[src/hdl/scsips_pkg.sv]
// Package: types and constants shared by the SCSI initiator phase sequencer.
`default_nettype none
package scsips_pkg;

	// function codes of an input beat
	localparam logic FUNC_START = 1'b0;
	localparam logic FUNC_INTR  = 1'b1;

	// controller commands
	localparam logic [2:0] CMD_NONE     = 3'd0;
	localparam logic [2:0] CMD_NOP      = 3'd1;
	localparam logic [2:0] CMD_DMAXFER  = 3'd2;
	localparam logic [2:0] CMD_COMPLETE = 3'd3;
	localparam logic [2:0] CMD_MSGACC   = 3'd4;
	localparam logic [2:0] CMD_SELECT   = 3'd5;

	// phase codes held in the high byte of the phase status
	localparam logic [7:0] PH_SELECT   = 8'h00;
	localparam logic [7:0] PH_XFER     = 8'h41;
	localparam logic [7:0] PH_COMPLETE = 8'h46;

	// phase status values
	localparam logic [15:0] PS_NO_CMD   = 16'h1000;
	localparam logic [15:0] PS_XFER     = 16'h4100;
	localparam logic [15:0] PS_COMPLETE = 16'h4600;
	localparam logic [7:0]  PS_MSG_HI   = 8'h60;
	localparam logic [7:0]  PS_SHORT_HI = 8'h30;

	// step/interrupt words seen in select phase
	localparam logic [10:0] INTR_NO_CMD = 11'h218;
	localparam logic [10:0] INTR_SHORT  = 11'h318;
	localparam logic [10:0] INTR_DONE   = 11'h418;

	// bus phase meaning status
	localparam logic [2:0] BUS_STATUS = 3'd3;

	// DMA FIFO depth in words
	localparam logic [7:0] DMA_DEPTH = 8'd32;

	// command block lengths
	localparam logic [3:0] CDB_6  = 4'd6;
	localparam logic [3:0] CDB_10 = 4'd10;
	localparam logic [3:0] CDB_12 = 4'd12;

	typedef struct packed {
		logic        func;
		logic [7:0]  opcode;
		logic        read_dir;
		logic [9:0]  data_length;
		logic [7:0]  chip_status;
		logic [2:0]  seq_step;
		logic [7:0]  intr_flags;
		logic [4:0]  fifo_residue;
		logic [15:0] count_left;
		logic        dma_empty;
		logic [7:0]  dma_level;
		logic [7:0]  fifo_byte;
	} item_t;

	typedef struct packed {
		logic        active;
		logic [15:0] phase_status;
		logic        dir_read;
		logic [3:0]  cdb_len;
		logic [9:0]  xfer_len;
		logic [9:0]  xfer_done;
	} seq_state_t;

	typedef struct packed {
		logic [2:0]  chip_cmd;
		logic [5:0]  pad_words;
		logic        dma_stop;
		logic [15:0] cmd_status;
		logic        finished;
		logic [9:0]  moved_bytes;
		logic        spurious;
	} result_t;

endpackage
`default_nettype wire

[src/hdl/scsips_next.sv]
// Next-state and result logic for one beat of the phase sequencer.
`default_nettype none
module scsips_next
	import scsips_pkg::*;
#(
	parameter int MAX_DATA = 512
) (
	input  item_t      item,
	input  seq_state_t cur,
	output seq_state_t nxt,
	output result_t    res
);

	logic [10:0] intr;
	logic [2:0]  bus_phase;
	logic [9:0]  sat_len;
	logic [2:0]  grp;
	logic [7:0]  short_hi;
	logic [9:0]  done_val;
	logic [5:0]  pad_val;
	logic        end_cmd;

	// helpers
	always_comb begin
		intr      = {item.seq_step, item.intr_flags};
		bus_phase = item.chip_status[2:0];
		grp       = item.opcode[7:5];
		sat_len   = ({7'd0, item.data_length} > 17'(MAX_DATA)) ? 10'(MAX_DATA)
			: item.data_length;
		short_hi  = PS_SHORT_HI + {4'd0, cur.cdb_len} - {3'd0, item.fifo_residue};
		done_val  = (item.count_left > {6'd0, cur.xfer_len}) ? 10'd0
			: cur.xfer_len - item.count_left[9:0];
		pad_val   = 6'd0;
		if (cur.dir_read && !item.dma_empty && item.dma_level < DMA_DEPTH)
			pad_val = 6'(DMA_DEPTH - item.dma_level);
	end

	// phase decision
	always_comb begin
		nxt     = cur;
		res     = '0;
		end_cmd = 1'b0;
		if (item.func == FUNC_START) begin
			case (grp)
				3'd0:    nxt.cdb_len = CDB_6;
				3'd1:    nxt.cdb_len = CDB_10;
				default: nxt.cdb_len = CDB_12;
			endcase
			nxt.xfer_len     = sat_len;
			nxt.dir_read     = item.read_dir;
			nxt.phase_status = '0;
			nxt.xfer_done    = '0;
			nxt.active       = 1'b1;
			res.chip_cmd     = CMD_SELECT;
		end else if (!item.chip_status[7]) begin
			res.spurious = 1'b1;
		end else if (!cur.active || item.intr_flags[7]) begin
			// idle interrupt or bus reset
			nxt.active   = 1'b0;
			res.chip_cmd = CMD_NOP;
			res.finished = 1'b1;
		end else begin
			case (cur.phase_status[15:8])
				PH_SELECT: begin
					if (intr == INTR_NO_CMD) begin
						nxt.phase_status = PS_NO_CMD;
						end_cmd = 1'b1;
					end else if (intr == INTR_SHORT) begin
						nxt.phase_status = {short_hi, 8'd0};
						end_cmd = 1'b1;
					end else if (intr != INTR_DONE) begin
						end_cmd = 1'b1;
					end else if (bus_phase == {2'd0, cur.dir_read}) begin
						nxt.phase_status = PS_XFER;
						res.chip_cmd     = CMD_DMAXFER;
					end else if (bus_phase != BUS_STATUS) begin
						nxt.phase_status = PS_XFER;
						end_cmd = 1'b1;
					end else begin
						// straight to status: close the data transfer
						nxt.phase_status = PS_COMPLETE;
						nxt.xfer_done    = done_val;
						res.chip_cmd     = CMD_COMPLETE;
						res.pad_words    = pad_val;
						res.dma_stop     = 1'b1;
					end
				end
				PH_XFER: begin
					nxt.phase_status = PS_COMPLETE;
					nxt.xfer_done    = done_val;
					if (bus_phase != BUS_STATUS) begin
						end_cmd = 1'b1;
					end else begin
						res.chip_cmd  = CMD_COMPLETE;
						res.pad_words = pad_val;
						res.dma_stop  = 1'b1;
					end
				end
				PH_COMPLETE: begin
					nxt.phase_status = {PS_MSG_HI, item.fifo_byte};
					res.chip_cmd     = CMD_MSGACC;
				end
				default: begin
					end_cmd = 1'b1;
				end
			endcase
			if (end_cmd) begin
				nxt.active   = 1'b0;
				res.chip_cmd = CMD_NONE;
				res.finished = 1'b1;
			end
		end
		res.cmd_status  = nxt.phase_status;
		res.moved_bytes = nxt.xfer_done;
	end

endmodule
`default_nettype wire

[src/hdl/scsi_initiator_phase_sequencer.sv]
// Top level of the SCSI initiator phase sequencer: input register, state, result register.
`default_nettype none
// One result beat per item beat. An item is taken into the input register,
// evaluated against the sequencer state by a single pass of compare and
// subtract logic, and its result is then registered in the result register
// once that register is free or being drained. A new item
// is accepted every cycle; when the result side stalls, the input register
// holds and item_stall rises until the result register can move.
module scsi_initiator_phase_sequencer
	import scsips_pkg::*;
#(
	parameter int MAX_DATA = 512
) (
	input  wire logic        clk,
	input  wire logic        arst_n,
	// item channel
	input  wire logic        item_valid,
	output logic             item_stall,
	input  wire logic        func,
	input  wire logic [7:0]  opcode,
	input  wire logic        read_dir,
	input  wire logic [9:0]  data_length,
	input  wire logic [7:0]  chip_status,
	input  wire logic [2:0]  seq_step,
	input  wire logic [7:0]  intr_flags,
	input  wire logic [4:0]  fifo_residue,
	input  wire logic [15:0] count_left,
	input  wire logic        dma_empty,
	input  wire logic [7:0]  dma_level,
	input  wire logic [7:0]  fifo_byte,
	// result channel
	output logic             result_valid,
	input  wire logic        result_stall,
	output logic [2:0]       chip_cmd,
	output logic [5:0]       pad_words,
	output logic             dma_stop,
	output logic [15:0]      cmd_status,
	output logic             finished,
	output logic [9:0]       moved_bytes,
	output logic             spurious
);

	item_t      item_s1;
	logic       valid_s1;
	seq_state_t state_q;
	seq_state_t state_nxt;
	result_t    res_nxt;
	result_t    res_q;
	logic       res_valid_q;
	logic       advance;

	// pipeline moves when the result register is free or being drained
	assign advance    = !res_valid_q || !result_stall;
	assign item_stall = valid_s1 && !advance;

	// input register
	always_ff @(posedge clk or negedge arst_n) begin
		if (!arst_n) begin
			valid_s1 <= 1'b0;
		end else if (!item_stall) begin
			valid_s1 <= item_valid;
		end
	end

	always_ff @(posedge clk) begin
		if (item_valid && !item_stall) begin
			item_s1 <= '{func, opcode, read_dir, data_length, chip_status, seq_step,
				intr_flags, fifo_residue, count_left, dma_empty, dma_level, fifo_byte};
		end
	end

	scsips_next #(
		.MAX_DATA(MAX_DATA)
	) u_next (
		.item(item_s1),
		.cur (state_q),
		.nxt (state_nxt),
		.res (res_nxt)
	);

	// sequencer state
	always_ff @(posedge clk or negedge arst_n) begin
		if (!arst_n) begin
			state_q <= '0;
		end else if (valid_s1 && advance) begin
			state_q <= state_nxt;
		end
	end

	// result register
	always_ff @(posedge clk or negedge arst_n) begin
		if (!arst_n) begin
			res_valid_q <= 1'b0;
		end else if (advance) begin
			res_valid_q <= valid_s1;
		end
	end

	always_ff @(posedge clk) begin
		if (valid_s1 && advance) begin
			res_q <= res_nxt;
		end
	end

	assign result_valid = res_valid_q;
	assign chip_cmd     = res_q.chip_cmd;
	assign pad_words    = res_q.pad_words;
	assign dma_stop     = res_q.dma_stop;
	assign cmd_status   = res_q.cmd_status;
	assign finished     = res_q.finished;
	assign moved_bytes  = res_q.moved_bytes;
	assign spurious     = res_q.spurious;

endmodule
`default_nettype wire

[config.mk]
export PLATFORM = sky130hd
export DESIGN_NAME = scsi_initiator_phase_sequencer
export DESIGN_NICKNAME = d
export VERILOG_FILES = /design/src/hdl/scsips_pkg.sv /design/src/hdl/scsips_next.sv /design/src/hdl/scsi_initiator_phase_sequencer.sv
export SDC_FILE = /design/constraint.sdc
export NUM_CORES = 1
export LEC_CHECK = 0
export BUFFER_PORTS_ARGS = -buffer_cell sky130_fd_sc_hd__buf_2
export CORE_MARGIN = 2
export CORE_UTILIZATION = 45
export DETAILED_ROUTE_END_ITERATION = 16
export HOLD_SLACK_MARGIN = 0.06
export PLACE_DENSITY = 0.66
export SYNTH_ARGS = -nofsm -noshare
export SYNTH_HDL_FRONTEND = slang
export SYNTH_HIERARCHICAL = 1
export SYNTH_SLANG_ARGS = --single-unit
export TNS_END_PERCENT = 30
[constraint.sdc]
create_clock -name clk -period 3.4 [get_ports clk]
set_input_delay 0.51 -clock clk [delete_from_list [all_inputs] [get_ports clk]]
set_output_delay 0.51 -clock clk [all_outputs]
set_load 0.02 [all_outputs]
==> results.json, run 1 <==
{
  "maxCapViolations": 0,
  "cts_tree": "built",
  "grt_pass1_vias": 4523,
  "crit_chain": "nor4_2, and2_1, a41oi_2, or3_1, o32ai_1, mux2_2",
  "period_share": 0.7984,
  "worstMarginPinSlew_ns": 1.048,
  "cts_setup_buffers": 0,
  "initial_core_util": 0.4645,
  "worstPathRequired_ns": 3.76,
  "grt.overflow.total": 0,
  "die_y_um": 129.7,
  "post-route-min-period_ns": 2.715,
  "fin_skew_ns": 0.01450,
  "io_buffers": 111,
  "stdcell_count": 855,
  "synth_warnings": 6,
  "dieArea_um2": 16830,
  "synth_fp_nets": 646,
  "antenna_found_initial": 1,
  "wirelength_um": 13860,
  "boundaryPins": 121,
  "htreeDepth": 4,
  "hold_buffers": 0,
  "num-nets-final": 737,
  "syn_area_per_cell_um2": 13.20,
  "worstPathArrival_ns": 3.07,
  "insertion_delay_ns": 0.43,
  "final_hold_viol_count": 0,
  "cp-end-kind": "flip-flop",
  "fmax_mhz": 368.4,
  "critPathLaunchType": "flip-flop",
  "antenna_left": 0,
  "worstSetupPathType": "reg -> reg",
  "fin_tns_setup_ns": 0,
  "row_count": 45,
  "cts_root_buf": "clkbuf_16",
  "gp_congestion": 0.8526,
  "dpl.hpwl_um": 9578,
  "slew_viol_final": 0,
  "ir_worst_vdd_uv": 345.0,
  "grt_pass1_wl_um": 22310,
  "drc": 0,
  "cts.sinks": 150,
  "timing.critical_path.fanout_max": 10,
  "cts_resized": 0,
  "clock_path_buffers": 2,
  "grt_max_degree": 81,
  "grt_usage": 0.1765,
  "hold_path.class": "in -> reg",
  "die_w_um": 129.7,
  "p_per_area_nw_per_um2": 596.9,
  "drt-pass1-iter-count": 6,
  "core_um2": 15310,
  "dr.first_iter.drc_count": 202,
  "finalSetupViolCount": 0,
  "cts_inserted_buffers": 17,
  "total_power_w": 0.004961,
  "relSlewSlack": 0.3012,
  "cp_slowest_cell": "or3_1",
  "synthesis.area_um2": 7113,
  "outcome": "finished, final reports clean",
  "final.fill_count": 1304,
  "vias_per_cell": 5.198,
  "clkSlewWorstSetupHoldPaths_ns": 0.06,
  "syn_to_final_growth_pct": 16.83,
  "leakage_nw": 3.469,
  "drive_above_1_share": 0.3173,
  "wire_per_inst_um": 16.21,
  "slowest_delay_ns": 0.58,
  "vias": 4444,
  "fin_util": 0.5426,
  "grt_setup_unrepaired": "no",
  "syn_inst": 539,
  "post-place-cells": 822
}
metal layers:
metal / vias up / wire length, um / track usage
met1: 2148 / 5855 / 0.2089
met5: - / 0 / 0
met4: 0 / 236 / 0.06452
met2: 127 / 6927 / 0.3024
li1: 2147 / - / -
met3: 22 / 838 / 0.05740
cell type report:
type                       instances  area (um2)  share of cell area
timing repair buffer             116       605.6             0.07287
sequential                       150        4284              0.5155
clock inverter                    15       202.7             0.02439
clock buffer                      17       425.4             0.05119
tap                              211       264.0             0.03177
inverter                          51       191.4             0.02304
multi-input combinational        294        2335              0.2809
antenna                            1       2.502           0.0003011
where the power goes:
part | total [W] | internal, W | switching (W)
combinational | 0.000777 | 0.000325 | 0.000452
clock | 0.00198 | 0.00123 | 0.000753
sequential | 0.00220 | 0.00211 | 0.0000876
total | 0.00496 | 0.00367 | 0.00129
path summary, 6_finish.rpt:
check,depth (start not counted),to,slack (ns),startpoint
worst max register to register,6,state_q[7]$_DFFE_PN0P_,0.69,state_q[33]$_DFFE_PN0P_
min in group asynchronous,1,state_q[7]$_DFFE_PN0P_,0.28,arst_n
max in group asynchronous,1,state_q[35]$_DFFE_PN0P_,2.48,arst_n
worst min register to register,1,state_q[0]$_DFFE_PN0P_,0.49,state_q[0]$_DFFE_PN0P_
worst min-delay path,1,item_s1[36]$_DFFE_PP_,0.25,fifo_residue[3]
worst max-delay path,6,state_q[7]$_DFFE_PN0P_,0.69,state_q[33]$_DFFE_PN0P_
state kept, by name (all words and copies together) (netlist names):
signal / cells
chip_cmd: 3
cmd_status: 16
dma_stop: 1
finished: 1
item_s1: 68
moved_bytes: 10
pad_words: 6
result_valid: 1
spurious: 1
state_q: 42
valid_s1: 1
cell usage in the layout (no fill, tap or decap), types with 5 or more instances in the layout:
cell and n:
clkbuf_16 17, xor2_1 5, a22o_1 10, o211ai_1 5, nor2_1 28, ha_1 24, a21o_1 8, dfrtp_1 44
nand2_1 27, xnor2_1 7, o21ai_0 9, a21oi_1 18, edfxtp_1 106, o22ai_1 8, mux2_2 43, nand2b_1 7
inv_1 50, buf_2 111, a31oi_1 5, nor4_1 6, o32ai_1 11
worst max-delay path, delay by kind of cell, from the launching register on:
kind	cells	cell delay, ns
simple gates	3	1.30
mux	1	0.23
compound gates	2	0.64
flops	1	0.47
through the flow:
step	hold WS, ns	setup WS (ns)	area (um2)
floorplan	0.2144	0.7051	7113
global placement	0.4571	0.8166	7680
detailed placement	0.4806	0.7468	7680
CTS	0.2316	0.7018	8308
global route	0.2333	0.5159	8308
finish	0.2514	0.6854	8310
Power figures use the tool's default switching activity.
==> run 2, diff against run 1 <==
==> constraint.sdc (replaced) <==
create_clock -name clk -period 2.7 [get_ports clk]
set_input_delay 0.405 -clock clk [delete_from_list [all_inputs] [get_ports clk]]
set_output_delay 0.405 -clock clk [all_outputs]
set_load 0.02 [all_outputs]
==> run 2 against run 1 <==
Compared with the run above: clock skew shrank 0.0059 ns; critical path depth is the same; sequential power grew 26%; utilization grew 0.29 points; sequential share of layout area shrank 0.28 points; wire length is essentially flat; global-route usage shrank 0.30 points; final cell count grew 0.58%; worst setup slack lost 0.49 ns; combinational power grew 27%; die area is the same; count of clock-buffer cells in the layout grew 3; critical endpoint is now state_q[3]$_DFFE_PN0P_; highest routed layer is now met5.
==> results.json, run 2 (synthesis gave the netlist of run 1 again) <==
{
  "grt_max_degree": 81,
  "cts_root_buf": "clkbuf_16",
  "maxCapViolations": 0,
  "row_count": 45,
  "cts.sinks": 150,
  "hold_path.class": "in -> reg",
  "boundaryPins": 121,
  "whs_path_depth": 1,
  "num-nets-final": 741,
  "drc": 0,
  "cp-end-kind": "flip-flop",
  "ff2ff_path_depth": 6,
  "vias": 4507,
  "io_buffers": 111,
  "ir_worst_vdd_uv": 448.3,
  "fin_tns_setup_ns": 0,
  "placed_cell_area_um2": 7715,
  "relSlewSlack": 0.5938,
  "fin_skew_ns": 0.008587,
  "grt_usage": 0.1735,
  "dpl.hpwl_um": 9731,
  "outcome": "finished, final reports clean",
  "post-route-min-period_ns": 2.508,
  "timing.rr.start": "state_q[33]$_DFFE_PN0P_",
  "worstMarginPinSlew_ns": 0.6092,
  "insertion_delay_ns": 0.42,
  "final_hold_viol_count": 0,
  "top_register": "item_s1",
  "period_share": 0.9288,
  "cts_setup_buffers": 0,
  "dieArea_um2": 16830,
  "worstSetupPathType": "reg -> reg",
  "htreeDepth": 4,
  "largest_reg_flops": 68,
  "syn_to_final_growth_pct": 17.47,
  "worstPathRequired_ns": 3.05,
  "slowest_delay_ns": 0.49,
  "crit_chain": "nor4_2, and2_1, a41oi_2, or3_4, o32ai_1, mux2_2",
  "fmax_mhz": 398.7,
  "layout_common_cells": "buf_2 (111), edfxtp_1 (106), inv_1 (50)",
  "clock_path_buffers": 2,
  "grt_pass1_wl_um": 22060,
  "final.fill_count": 1318,
  "grt.overflow.total": 0,
  "grt_pass1_vias": 4498,
  "critPathLaunchType": "flip-flop",
  "antenna_found_initial": 3,
  "fin_area_um2": 8356,
  "r2r_setup_slack_ns": 0.19,
  "gp_congestion": 0.8411,
  "timing.critical_path.fanout_max": 10,
  "wire_per_inst_um": 16.12,
  "slew_viol_final": 0,
  "antenna_left": 0,
  "clkSlewWorstSetupHoldPaths_ns": 0.06,
  "worst_r2r_endpoint": "state_q[3]$_DFFE_PN0P_",
  "cts_inserted_buffers": 17,
  "vias_per_cell": 5.241,
  "die_w_um": 129.7,
  "cts_tree": "built",
  "worstPathArrival_ns": 2.86,
  "core_um2": 15310,
  "drive_above_1_share": 0.3230,
  "finalSetupViolCount": 0,
  "p_per_area_nw_per_um2": 735.8,
  "leakage_nw": 3.498,
  "whs_endpoint": "item_s1[15]$_DFFE_PP_",
  "drt-pass1-iter-count": 4,
  "initial_core_util": 0.4645,
  "die_y_um": 129.7,
  "grt_setup_unrepaired": "no",
  "worstHoldStart": "dma_level[7]",
  "final_common_cell": "buf_2",
  "dr.first_iter.drc_count": 232,
  "cp_slowest_cell": "or3_4",
  "wirelength_um": 13870
}
run 2: power by group:
part | switching, W | internal [W] | total (W)
logic | 0.000573 | 0.000413 | 0.000986
registers | 0.000110 | 0.00266 | 0.00277
clock network | 0.000894 | 0.00150 | 0.00239
total | 0.00158 | 0.00457 | 0.00615
run 2: routing by layer:
| metal | track usage | wire length [um] | vias up |
|---|---|---|---|
| li1 | - | - | 2158 |
| met1 | 0.2132 | 5939 | 2178 |
| met2 | 0.2858 | 6778 | 143 |
| met3 | 0.05494 | 841 | 26 |
| met4 | 0.07084 | 293 | 2 |
| met5 | 0 | 13 | - |
run 2: worst max-delay path, delay by kind of cell, from the launching register on:
kind            cells  cell delay (ns)
flops               1             0.47
mux                 1             0.22
compound gates      2             0.56
simple gates        3             1.20
run 2: repair_timing:
item	4_1_cts	5_1_grt
hold buffers	1	0
resized for setup	0	3
endpoints found under the setup margin	0	22
hold endpoints to repair	24	0
run 2: stage by stage:
stage / utilization / cells / power [W] / setup WS (ns) / hold WS (ns)
after floorplan: - / 539 / 0.003491 / 0.005121 / 0.1094
after global placement: 0.5038 / 825 / 0.003756 / 0.1538 / 0.4454
after detailed placement: 0.5038 / 825 / 0.003785 / 0.09720 / 0.4482
after CTS: 0.5441 / 858 / 0.006204 / 0.07627 / 0.1341
after global routing: 0.5454 / 859 / 0.006436 / 0.01231 / 0.1300
final: 0.5456 / 860 / 0.006148 / 0.1921 / 0.1573
run 2: final cells by class:
| class | count | area [um2] | share of cell area |
|---|---|---|---|
| antenna | 2 | 5.005 | 0.0005990 |
| clock buffer | 20 | 456.7 | 0.05466 |
| timing repair buffer | 120 | 650.6 | 0.07787 |
| multi-input combinational | 294 | 2352 | 0.2815 |
| inverter | 51 | 191.4 | 0.02291 |
| tap | 211 | 264.0 | 0.03160 |
| sequential | 150 | 4284 | 0.5127 |
| clock inverter | 12 | 151.4 | 0.01812 |
run 2: how the worst max path moves through the flow:
stage	slack (ns)	depth (start not counted)	endpoint	start
floorplan	0.005	2	item_s1[0]$_DFFE_PP_	result_valid$_DFFE_PN0P_
global placement	0.15	7	state_q[0]$_DFFE_PN0P_	state_q[15]$_DFFE_PN0P_
detailed placement	0.1	6	state_q[5]$_DFFE_PN0P_	state_q[33]$_DFFE_PN0P_
CTS	0.08	6	state_q[5]$_DFFE_PN0P_	state_q[33]$_DFFE_PN0P_
global route	0.01	10	state_q[6]$_DFFE_PN0P_	state_q[10]$_DFFE_PN0P_
finish	0.19	6	state_q[3]$_DFFE_PN0P_	state_q[33]$_DFFE_PN0P_
==> run 3, diff against run 2 <==
==> constraint.sdc (replaced) <==
create_clock -name clk -period 3.1 [get_ports clk]
set_input_delay 0.465 -clock clk [delete_from_list [all_inputs] [get_ports clk]]
set_output_delay 0.465 -clock clk [all_outputs]
set_load 0.02 [all_outputs]
==> run 3 against run 2 <==
Compared with the run above: die area stayed put; clock skew is 0.0022 ns lower; wire length is 0.74% higher.
==> results.json, run 3 (synthesis gave the netlist of run 1 again) <==
{
  "cts_inserted_buffers": 17,
  "leakage_nw": 3.464,
  "relSlewSlack": 0.2947,
  "dr.first_iter.drc_count": 257,
  "layout_common_cells": "buf_2 (111), edfxtp_1 (106), inv_1 (50)",
  "cts_tree": "built",
  "htreeDepth": 4,
  "worstPathArrival_ns": 3.04,
  "stdcell_count": 854,
  "grt_setup_unrepaired": "no",
  "startpoint": "state_q[33]$_DFFE_PN0P_",
  "boundaryPins": 121,
  "fin_util": 0.5416,
  "wire_per_inst_um": 16.36,
  "finalSetupViolCount": 0,
  "die_w_um": 129.7,
  "io_buffers": 111,
  "hold_buffers": 0,
  "gr-usage-met2": 0.3114,
  "num-nets-final": 737,
  "intPower_w": 0.004015,
  "fin_skew_ns": 0.006340,
  "drt-pass1-iter-count": 5,
  "maxCapViolations": 0,
  "grt_pass1_wl_um": 22220,
  "grt.overflow.total": 0,
  "largest_reg_flops": 68,
  "ir_worst_vdd_uv": 362.5,
  "met1_usage": 0.2071,
  "cp-end-kind": "flip-flop",
  "ff2ff_path_depth": 6,
  "drc": 0,
  "antenna_left": 0,
  "row_count": 45,
  "clockPowerShare": 0.397,
  "worst_r2r_endpoint": "state_q[7]$_DFFE_PN0P_",
  "drive_above_1_share": 0.3146,
  "sw_frac_of_total": 0.2582,
  "gp_congestion": 0.8627,
  "period_share": 0.8645,
  "combPwrFrac": 0.158,
  "worstPathRequired_ns": 3.46,
  "clock_path_buffers": 2,
  "initial_core_util": 0.4645,
  "worstSetupPathType": "reg -> reg",
  "vias_per_cell": 5.258,
  "outcome": "finished, final reports clean",
  "wirelength_um": 13970,
  "hold_path.class": "in -> reg",
  "post-place-cells": 822,
  "fin_tns_setup_ns": 0,
  "p_per_area_nw_per_um2": 652.6,
  "cts.sinks": 150,
  "use_met3": 0.04592,
  "final_hold_viol_count": 0,
  "power.sequential.fraction": 0.446,
  "grt_usage": 0.1762,
  "die_y_um": 129.7,
  "core_um2": 15310,
  "clkSlewWorstSetupHoldPaths_ns": 0.06,
  "busiest_layer": "met2",
  "worstMarginPinSlew_ns": 1.058,
  "post-route-min-period_ns": 2.680,
  "power_switching_w": 0.001398,
  "insertion_delay_ns": 0.42,
  "critPathLaunchType": "flip-flop",
  "antenna_found_initial": 1,
  "top_register": "item_s1",
  "cts_setup_buffers": 0,
  "dieArea_um2": 16830,
  "dpl.hpwl_um": 9514,
  "slew_viol_final": 0,
  "final_common_cell": "buf_2",
  "crit_end": "state_q[7]$_DFFE_PN0P_",
  "timing.critical_path.fanout_max": 10,
  "grt_pass1_vias": 4522,
  "cts_root_buf": "clkbuf_16",
  "fmax_mhz": 373.1,
  "syn_to_final_growth_pct": 16.61,
  "cts_resized": 0,
  "vias": 4490,
  "grt_max_degree": 81,
  "r2r_setup_slack_ns": 0.42,
  "timing.rr.start": "state_q[33]$_DFFE_PN0P_"
}
-- run 3: worst max-delay path: stages (launching register included) --
cell and delay, ns:
dfrtp_1 0.48, nor4_2 0.37, and2_1 0.36, a41oi_2 0.19
or3_1 0.57, o32ai_1 0.42, mux2_2 0.23
-- run 3: power by group through the flow --
stage,logic (W),clock network [W],registers [W]
2_1_floorplan,0.000572,0,0.00247
3_3_place_gp,0.000825,0,0.00245
3_5_place_dp,0.000846,0,0.00245
4_1_cts,0.000853,0.00219,0.00242
5_1_grt,0.000940,0.00227,0.00243
6_report,0.000853,0.00215,0.00241
-- run 3: worst min-delay path by stage --
stage / from / endpoint / slack [ns] / cells after the start
floorplan: arst_n / result_valid$_DFFE_PN0P_ / 0.17 / 0
global placement: valid_s1$_DFFE_PN0N_ / result_valid$_DFFE_PN0P_ / 0.46 / 1
detailed placement: valid_s1$_DFFE_PN0N_ / result_valid$_DFFE_PN0P_ / 0.48 / 1
CTS: seq_step[2] / item_s1[48]$_DFFE_PP_ / 0.20 / 1
global route: func / item_s1[76]$_DFFE_PP_ / 0.19 / 1
finish: seq_step[1] / item_s1[47]$_DFFE_PP_ / 0.22 / 1
-- run 3: through the flow --
| step | power (W) | hold WS (ns) | area, um2 | worst slack (ns) |
|---|---|---|---|---|
| CTS | 0.005458 | 0.1975 | 8292 | 0.4424 |
| floorplan | 0.003040 | 0.1694 | 7113 | 0.4051 |
| detailed placement | 0.003300 | 0.4831 | 7680 | 0.4735 |
| global route | 0.005648 | 0.1940 | 8292 | 0.2564 |
| global placement | 0.003271 | 0.4574 | 7680 | 0.5165 |
| finish | 0.005412 | 0.2150 | 8294 | 0.4201 |
-- run 3: final cells by class --
| class | instances | area (um2) |
|---|---|---|
| Fill cell | 1309 | 7020 |
| Multi-Input combinational cell | 294 | 2335 |
| Inverter | 51 | 191.4 |
| Clock buffer | 19 | 432.9 |
| Tap cell | 211 | 264.0 |
| Timing Repair Buffer | 116 | 605.6 |
| Sequential cell | 150 | 4284 |
| Clock inverter | 12 | 178.9 |
| Antenna cell | 1 | 2.502 |
-- run 3: layer usage --
layer  up-vias  share of wire
met4         0          0.017
li1       2149              -
met3        23          0.051
met5         -              0
met2       135           0.51
met1      2183           0.42
